$ cat src/rtl/tpfj_pkg.sv
`default_nettype none

package tpfj_pkg;

    localparam int FRAC     = 16;
    localparam int SAT_W    = 17;
    localparam int QB       = 32;
    localparam int DIV_NW   = QB + FRAC + 1;
    localparam int DIV_LAT  = QB + 2;
    localparam int PIPE_LAT = 4 * DIV_LAT + 8;

    typedef logic signed [31:0] t_q;
    typedef logic signed [33:0] t_wide;

    localparam t_q Q_MAX = 32'sh7fffffff;
    localparam t_q Q_MIN = 32'sh80000000;
    localparam t_q ONE   = 32'sd1 <<< FRAC;

    typedef logic [2:0] t_cfg_idx;
    localparam t_cfg_idx REG_WATER_GRAV = 3'd0;
    localparam t_cfg_idx REG_OIL_GRAV   = 3'd1;
    localparam t_cfg_idx REG_GAS_GRAV   = 3'd2;
    localparam t_cfg_idx REG_WATER_VIS  = 3'd3;
    localparam t_cfg_idx REG_OIL_VIS    = 3'd4;
    localparam t_cfg_idx REG_GAS_VIS    = 3'd5;
    localparam t_cfg_idx REG_VELOCITY   = 3'd6;
    localparam t_cfg_idx REG_ORDER      = 3'd7;

    localparam logic [1:0] ORD_FLUX = 2'd0;
    localparam logic [1:0] ORD_JAC  = 2'd1;

    typedef struct packed {
        logic [SAT_W-1:0] water_sat;
        logic [SAT_W-1:0] oil_sat;
    } t_flux_req;

    typedef struct packed {
        t_q water_flux;
        t_q oil_flux;
        t_q dwf_dsw;
        t_q dwf_dso;
        t_q dof_dsw;
        t_q dof_dso;
        t_q d2wf_ww;
        t_q d2wf_wo;
        t_q d2wf_oo;
        t_q d2of_ww;
        t_q d2of_wo;
        t_q d2of_oo;
    } t_flux_rsp;

    function automatic t_wide ext34(input t_q x);
        return t_wide'(x);
    endfunction

    function automatic t_q sat32(input t_wide x);
        if (x > t_wide'(Q_MAX)) return Q_MAX;
        if (x < t_wide'(Q_MIN)) return Q_MIN;
        return $signed(x[31:0]);
    endfunction

    function automatic t_q fmul(input t_q a, input t_q b);
        logic signed [63:0] p;
        logic [63:0]        m;
        logic [63:0]        r;
        p = 64'(a) * 64'(b);
        m = p[63] ? 64'(-p) : 64'(p);
        r = (m + (64'd1 << (FRAC - 1))) >> FRAC;
        if (!p[63]) begin
            if (r > 64'h7fffffff) return Q_MAX;
            return $signed(r[31:0]);
        end
        if (r > 64'h80000000) return Q_MIN;
        return $signed(32'd0 - r[31:0]);
    endfunction

endpackage

`default_nettype wire

$ cat src/rtl/tpfj_div.sv
`default_nettype none

module tpfj_div (
    input  logic          i_clk,
    input  logic          i_en,
    input  tpfj_pkg::t_q  i_num,
    input  tpfj_pkg::t_q  i_den,
    output tpfj_pkg::t_q  o_quo
);

    logic [31:0]                   w_ma;
    logic [31:0]                   w_mb;
    logic [tpfj_pkg::DIV_NW-1:0]   w_n;
    logic [32:0]                   w_d;
    logic [32:0]                   w_hi;
    logic                          w_zero;
    logic                          w_ovf;
    logic                          w_neg;

    logic [32:0]             r_rem  [tpfj_pkg::QB+1];
    logic [tpfj_pkg::QB-1:0] r_low  [tpfj_pkg::QB+1];
    logic [tpfj_pkg::QB-1:0] r_quo  [tpfj_pkg::QB+1];
    logic [32:0]             r_den  [tpfj_pkg::QB+1];
    logic                    r_neg  [tpfj_pkg::QB+1];
    logic                    r_sat  [tpfj_pkg::QB+1];
    logic                    r_sneg [tpfj_pkg::QB+1];
    tpfj_pkg::t_q            r_out;

    logic [33:0] w_t  [tpfj_pkg::QB];
    logic        w_ge [tpfj_pkg::QB];
    logic [31:0] w_q;
    tpfj_pkg::t_q n_out;

    assign w_ma   = i_num[31] ? 32'(-i_num) : 32'(i_num);
    assign w_mb   = i_den[31] ? 32'(-i_den) : 32'(i_den);
    assign w_n    = {w_ma, {(tpfj_pkg::FRAC+1){1'b0}}} + (tpfj_pkg::DIV_NW)'(w_mb);
    assign w_d    = {w_mb, 1'b0};
    assign w_hi   = 33'(w_n[tpfj_pkg::DIV_NW-1:tpfj_pkg::QB]);
    assign w_zero = (i_den == '0);
    assign w_ovf  = (w_hi >= w_d);
    assign w_neg  = i_num[31] ^ i_den[31];

    always_comb begin
        for (int k = 0; k < tpfj_pkg::QB; k++) begin
            w_t[k]  = {r_rem[k], r_low[k][tpfj_pkg::QB-1]};
            w_ge[k] = (w_t[k] >= {1'b0, r_den[k]});
        end
    end

    always_ff @(posedge i_clk) begin
        if (i_en) begin
            r_rem[0]  <= w_hi;
            r_low[0]  <= w_n[tpfj_pkg::QB-1:0];
            r_quo[0]  <= '0;
            r_den[0]  <= w_d;
            r_neg[0]  <= w_neg;
            r_sat[0]  <= w_zero | w_ovf;
            r_sneg[0] <= w_zero ? i_num[31] : w_neg;
            for (int k = 0; k < tpfj_pkg::QB; k++) begin
                r_rem[k+1]  <= w_ge[k] ? 33'(w_t[k] - {1'b0, r_den[k]}) : w_t[k][32:0];
                r_low[k+1]  <= r_low[k] << 1;
                r_quo[k+1]  <= {r_quo[k][tpfj_pkg::QB-2:0], w_ge[k]};
                r_den[k+1]  <= r_den[k];
                r_neg[k+1]  <= r_neg[k];
                r_sat[k+1]  <= r_sat[k];
                r_sneg[k+1] <= r_sneg[k];
            end
            r_out <= n_out;
        end
    end

    assign w_q = r_quo[tpfj_pkg::QB];

    always_comb begin
        if (r_sat[tpfj_pkg::QB]) begin
            n_out = r_sneg[tpfj_pkg::QB] ? tpfj_pkg::Q_MIN : tpfj_pkg::Q_MAX;
        end else if (!r_neg[tpfj_pkg::QB]) begin
            n_out = (w_q > 32'h7fffffff) ? tpfj_pkg::Q_MAX : $signed(w_q);
        end else begin
            n_out = (w_q > 32'h80000000) ? tpfj_pkg::Q_MIN : $signed(32'd0 - w_q);
        end
    end

    assign o_quo = r_out;

endmodule

`default_nettype wire

$ cat config.mk
export PLATFORM = sky130hd
export DESIGN_NAME = tpfj_div
export DESIGN_NICKNAME = d
export VERILOG_FILES = /design/src/rtl/tpfj_pkg.sv /design/src/rtl/tpfj_div.sv
export SDC_FILE = /design/constraint.sdc
export NUM_CORES = 2
export LEC_CHECK = 0
export BUFFER_PORTS_ARGS = -buffer_cell sky130_fd_sc_hd__buf_2
export CELL_PAD_IN_SITES_DETAIL_PLACEMENT = 2
export CELL_PAD_IN_SITES_GLOBAL_PLACEMENT = 2
export CORE_MARGIN = 2
export CORE_UTILIZATION = 35
export DETAILED_ROUTE_END_ITERATION = 12
export PLACE_DENSITY = 0.73
export SYNTH_ARGS = -nofsm -noshare
export SYNTH_HDL_FRONTEND = slang
export SYNTH_MEMORY_MAX_BITS = 65536
export SYNTH_SLANG_ARGS = --single-unit
$ cat constraint.sdc
create_clock -name i_clk -period 11.54 [get_ports i_clk]
set_clock_uncertainty 0.2 [all_clocks]
set_input_delay 2.308 -clock i_clk [delete_from_list [all_inputs] [get_ports i_clk]]
set_output_delay 2.308 -clock i_clk [all_outputs]
set_load 0.005 [all_outputs]
Word level (Yosys, flattened, before mapping)
Memory sizes are Yosys's and may differ from the RTL's.
Index checks and enable logic that the tools add are counted.
{"block": "word_totals", "latchBits": 0, "mem_bits_ro": 0, "out_inout_bits": 32, "memories": 7, "elab_cells": 124, "register_bits": 32, "mem_bits_rw": 4389}
{"block": "classes", "n_bitwise": 2, "n_mul": 0, "n_eq_ne": 0, "reduce_logical": 1, "order_cmp": 35, "div_mod_pow": 0, "add_sub_neg": 36, "n_mux": 42, "shift": 0}
{"name": "r_den", "depth": 33, "word_bits": 33, "rd": 32, "rd_clocked_by_memory_dff": 0, "wr": 33, "line_no": "tpfj_div.sv:23", "source": "logic [32:0] r_den [tpfj_pkg::QB+1];"}
{"name": "r_rem", "depth": 33, "word_bits": 33, "rd": 32, "rd_clocked_by_memory_dff": 0, "wr": 33, "line_no": "tpfj_div.sv:20", "source": "logic [32:0] r_rem [tpfj_pkg::QB+1];"}
{"name": "r_low", "depth": 33, "word_bits": 32, "rd": 32, "rd_clocked_by_memory_dff": 0, "wr": 33, "line_no": "tpfj_div.sv:21", "source": "logic [tpfj_pkg::QB-1:0] r_low [tpfj_pkg::QB+1];"}
{"name": "r_quo", "depth": 33, "word_bits": 32, "rd": 33, "rd_clocked_by_memory_dff": 0, "wr": 33, "line_no": "tpfj_div.sv:22", "source": "logic [tpfj_pkg::QB-1:0] r_quo [tpfj_pkg::QB+1];"}
{"name": "r_neg", "depth": 33, "word_bits": 1, "rd": 33, "rd_clocked_by_memory_dff": 0, "wr": 33, "line_no": "tpfj_div.sv:24", "source": "logic r_neg [tpfj_pkg::QB+1];"}
{"name": "r_sat", "depth": 33, "word_bits": 1, "rd": 33, "rd_clocked_by_memory_dff": 0, "wr": 33, "line_no": "tpfj_div.sv:25", "source": "logic r_sat [tpfj_pkg::QB+1];"}
{"name": "1 more memories"}
{"operator": "$ge 34x33->1", "n": 32}
{"operator": "$mux 33", "n": 32}
{"operator": "$sub 33x33->33", "n": 32}
{"operator": "$mux 32", "n": 7}
{"operator": "$neg 32->32", "n": 2}
{"operator": "$add 49x32->49", "n": 1}
{"operator": "$ge 17x33->1", "n": 1}
{"operator": "$gt 32x31->1 const B", "n": 1}
{"operator": "$gt 32x32->1 const B", "n": 1}
{"operator": "$logic_not 32->1", "n": 1}
{"operator": "$sub 1x32->32 const A", "n": 1}
{"operator": "$mux 1", "n": 3}
{"operator": "$or 1x1->1", "n": 1}
{"operator": "$xor 1x1->1", "n": 1}

Logic depth before layout (Yosys ltp)
{"block": "logic_depth", "word_depth": 5, "depth_mapped": 26, "mapped_depth_nobuf": 26}

Worst setup path after synthesis
Ideal clock, no wire load.
{"block": "synth_path", "path_type": "input to register", "startpoint": "in i_den[15]", "endpoint": "mem r_sat[0][0], data pin", "required_ns": 11.083, "setup_slack_ns": 3.653, "path_buffers": 0, "t_arrival_ns": 7.430, "setup_time_ns": 0.257, "path_stages": 25, "cell_sequence": "or4_4 > or3_4 > or3_4 > or4_4 > o41ai_2 > xnor2_1 > ha_1 > a21o_1 > a21o_1 > a21oi_1 > o21ai_0 > a31oi_1 > nor2_1 > a21oi_1 > ha_1 > nor2b_1 > o21a_1 > o21a_1 > o21a_1 > o21ai_0 > nand2b_1 > a21oi_1 > o221ai_1 > nor2_1 > o31ai_2"}
{"element": "from (decl)", "line_no": "tpfj_div.sv:7", "source": "input tpfj_pkg::t_q i_den,"}
{"element": "to (decl)", "line_no": "tpfj_div.sv:25"}

==> summary.md <==
| Metric | Value |
|---|---|
| Vias in the first global route | `118000` |
| Post-detail-place hpwl | `363000 um` |
| Mapped Nets | `14200` |
| Vias/cell | `5.39` |
| Count of cell types in the netlist | `90` |
| Worst-Skew Late Latency | `0.99 ns` |
| Routability Congestion | `0.861` |
| Sum Neg Setup Slack | `0 ns` |
| Starting Density | `35.2%` |
| Routed Antenna Nets | `0` |
| Critical path peak fanout | `5` |
| Worst Hold Class | `reg -> reg` |
| Vias | `104000` |
| Final WS setup | `3.07 ns` |
| Area grow syn2layout | `12.4%` |
| Reg2reg start | `r_rem[0][571]$_DFFE_PP_` |
| Worst setup SP type | `primary input` |
| Site row count | `241` |
| Unrepaired setup endpoints after global routing | `no` |
| Sequential-to-total area share from yosys stat | `56.0%` |
| Initial DRC count | `5260` |
| Share of cells above drive strength 1 | `7.98%` |
| Hold-fix buffers at CTS | `0` |
| Synth cell count leaders | `edfxtp_1, inv_1, a21oi_1, ha_1, o21ai_0` |
| Predominant post-synthesis flop cell | `edfxtp_1` |
| Reg2Reg Setup Slack | `6.03 ns` |
| Power Total | `49.0 mW` |
| IO Count | `98` |
| Min-delay src | `r_den[0][744]$_DFFE_PP_` |
| Delay of the slowest cell on the worst path | `0.57 ns` |
| Maximum clock path buffer count | `4` |
| CTS tree | `yes` |
| Detailed Route WL | `480000 um` |
| Most frequent cell after synthesis | `edfxtp_1` |
| Port Buffers | `97` |
| PD cells | `287 nW/um2` |
| Crit Path Category | `in -> reg` |
| Post_cts resized | `0` |
| Max-cap violation count | `0` |
| Post-Place Cells | `18700` |
| WHS Path Cells | `0` |
| R2R cell count | `12` |
| CP endpoint kind | `register` |
| GR Overflow Total | `0` |
| Initial antenna violation count | `16` |
| Hold slack | `0.198 ns` |
| Crit-path slowest cell | `nor4_1` |
| Status | `finished, final reports clean` |
| Mean area per synthesized cell | `11.6 um2` |
| Largest net degree at the start of global routing | `189` |
| End of the worst hold path | `r_den[0][777]$_DFFE_PP_` |
| TritonCTS Buffers | `336` |
| Synth area leaders | `edfxtp_1, ha_1, a21oi_1` |
| Worst R2R End | `r_rem[0][598]$_DFFE_PP_` |
| Syn. warnings | `0` |
| Top cell type by total area after synthesis | `edfxtp_1` |
| Worst-path clk slew | `0.06 ns` |
| CP Data Required Time | `12.05 ns` |
| Mapped cell area | `152000 um2` |
| Slew HR | `13.0%` |
| Post-Synthesis Cells | `13100` |
| Nets | `14500` |
| Number of synthesized flops with an enable pin | `2827` |
| DRC Markers | `0` |
| FILL cells | `44400` |
| Die X | `662 um` |
| Crit path DAT | `8.98 ns` |
| First-pass GRT wire length | `722000 um` |
| CP delay by family, top | `compound AO/OA/AOI/OAI gates` |
| Die ar. | `439000 um2` |
| Crit path buf inv count | `1` |
| Core area | `431000 um2` |
| TritonRoute pass-1 iters | `5` |
| Final setup viols | `0` |
| Top cell type's share of synthesized area | `56.0%` |
| Slew Viols, Final | `0` |
| Min Tclk post-route | `8.47 ns` |
| Setup slack at placement | `2.16 ns` |
| Layout Cells excl Fill | `19300` |
| Fin. Hold Viols | `0` |
| Yosys reg bits | `2827` |
| Max rail drop VDD | `138 uV` |
| H-tree Lvls | `5` |
| Tot GR Track Use | `21.4%` |
| Clock sink total | `2827` |
| Die Height | `662 um` |
| P_leak | `67.2 nW` |
| Slew @ Worst Pin | `1.31 ns` |
| DR WL/cell | `24.8 um` |
| Post-synthesis async set-or-reset flop share | `0%` |
| Setup bufs post-CTS | `0` |
| Peak Freq | `0.118 GHz` |
| Fin crit share | `73.4%` |
| Root buffer cell | `clkbuf_16` |
[per-layer routing]
metal / GRT usage, % / wire [um]
met5: 0 / 53
met4: 11.5 / 28500
met3: 2.54 / 12300
met2: 43.7 / 273000
met1: 20.5 / 166000
[cell families (layout without fill, tap and decap cells)]
family | Yosys count | after routing | share of synthesized area [%]
other | 0 | 22 | 0
AO/OA/AOI/OAI | 3558 | 3558 | 14.5
multiplexers | 340 | 340 | 2.51
AND/OR/NAND/NOR | 2852 | 2852 | 9.04
adder cells (fa/ha/maj) | 1074 | 1074 | 9.02
XOR/XNOR | 890 | 890 | 5.14
buffers and inverters | 1549 | 2074 | 3.84
flip-flops | 2827 | 2827 | 56.0
[sequential cells by signal (all words and copies together), names as in the netlist]
signal  count
o_quo      32
r_den     601
r_low     527
r_neg      33
r_quo     528
r_rem    1040
r_sat      33
r_sneg     33
[layout make-up]
cell class,count,area [um2],area share (%)
inverter,1285,4820,2.83
multi-input combinational,8714,61100,35.9
timing repair buffer,181,1280,0.752
tap,5710,7140,4.19
clock inverter,203,2300,1.35
antenna,22,55.1,0.0323
sequential,2827,84900,49.8
clock buffer,405,8730,5.12
[cells in the final DEF, fill, tap and decap left out, types with 60 or more instances in the layout]
cell type / n
xnor2_1: 553
nand2_1: 898
buf_2: 96
nor2b_1: 158
o31a_1: 60
nor3_1: 160
o21ai_0: 905
and2_1: 60
a211oi_1: 86
buf_4: 72
nand2b_1: 150
o21bai_1: 117
and3_1: 76
a31oi_1: 123
clkinv_1: 71
clkbuf_1: 66
o21a_1: 149
xor2_1: 337
mux2_2: 317
ha_1: 1042
clkbuf_16: 339
a21oi_1: 1133
nand4_1: 150
o31ai_1: 113
nor2_1: 734
inv_1: 1282
nand3_1: 166
edfxtp_1: 2827
a21o_1: 475
[how the worst max path moves through the flow]
| stage | end | slack (ns) | startpoint | cells after the start |
|---|---|---|---|---|
| floorplan | r_sat[0][0]$_DFFE_PP_ | 3.65 | i_den[15] | 25 |
| global route | r_sat[0][0]$_DFFE_PP_ | 2.74 | i_den[3] | 25 |
| finish | r_sat[0][0]$_DFFE_PP_ | 3.07 | i_den[5] | 25 |
| detailed placement | r_sat[0][0]$_DFFE_PP_ | 2.16 | i_den[5] | 25 |
| global placement | r_sat[0][0]$_DFFE_PP_ | 2.35 | i_den[5] | 25 |
| CTS | r_sat[0][0]$_DFFE_PP_ | 3.11 | i_den[5] | 25 |
[report_power, final]
| part | total, mW | switching (mW) | internal (mW) |
|---|---|---|---|
| clock network | 10.9 | 4.57 | 6.34 |
| logic | 21.5 | 13.0 | 8.43 |
| registers | 16.6 | 1.68 | 14.9 |
| total | 49.0 | 19.3 | 29.7 |
[per-stage QoR]
step | instance area, um2 | utilization [%]
3_3_place_gp | 159000 | 36.9
4_1_cts | 170000 | 39.5
5_1_grt | 170000 | 39.5
6_report | 170000 | 39.5
2_1_floorplan | 152000 | -
3_5_place_dp | 159000 | 36.9
(Power assumes the default switching activity.)
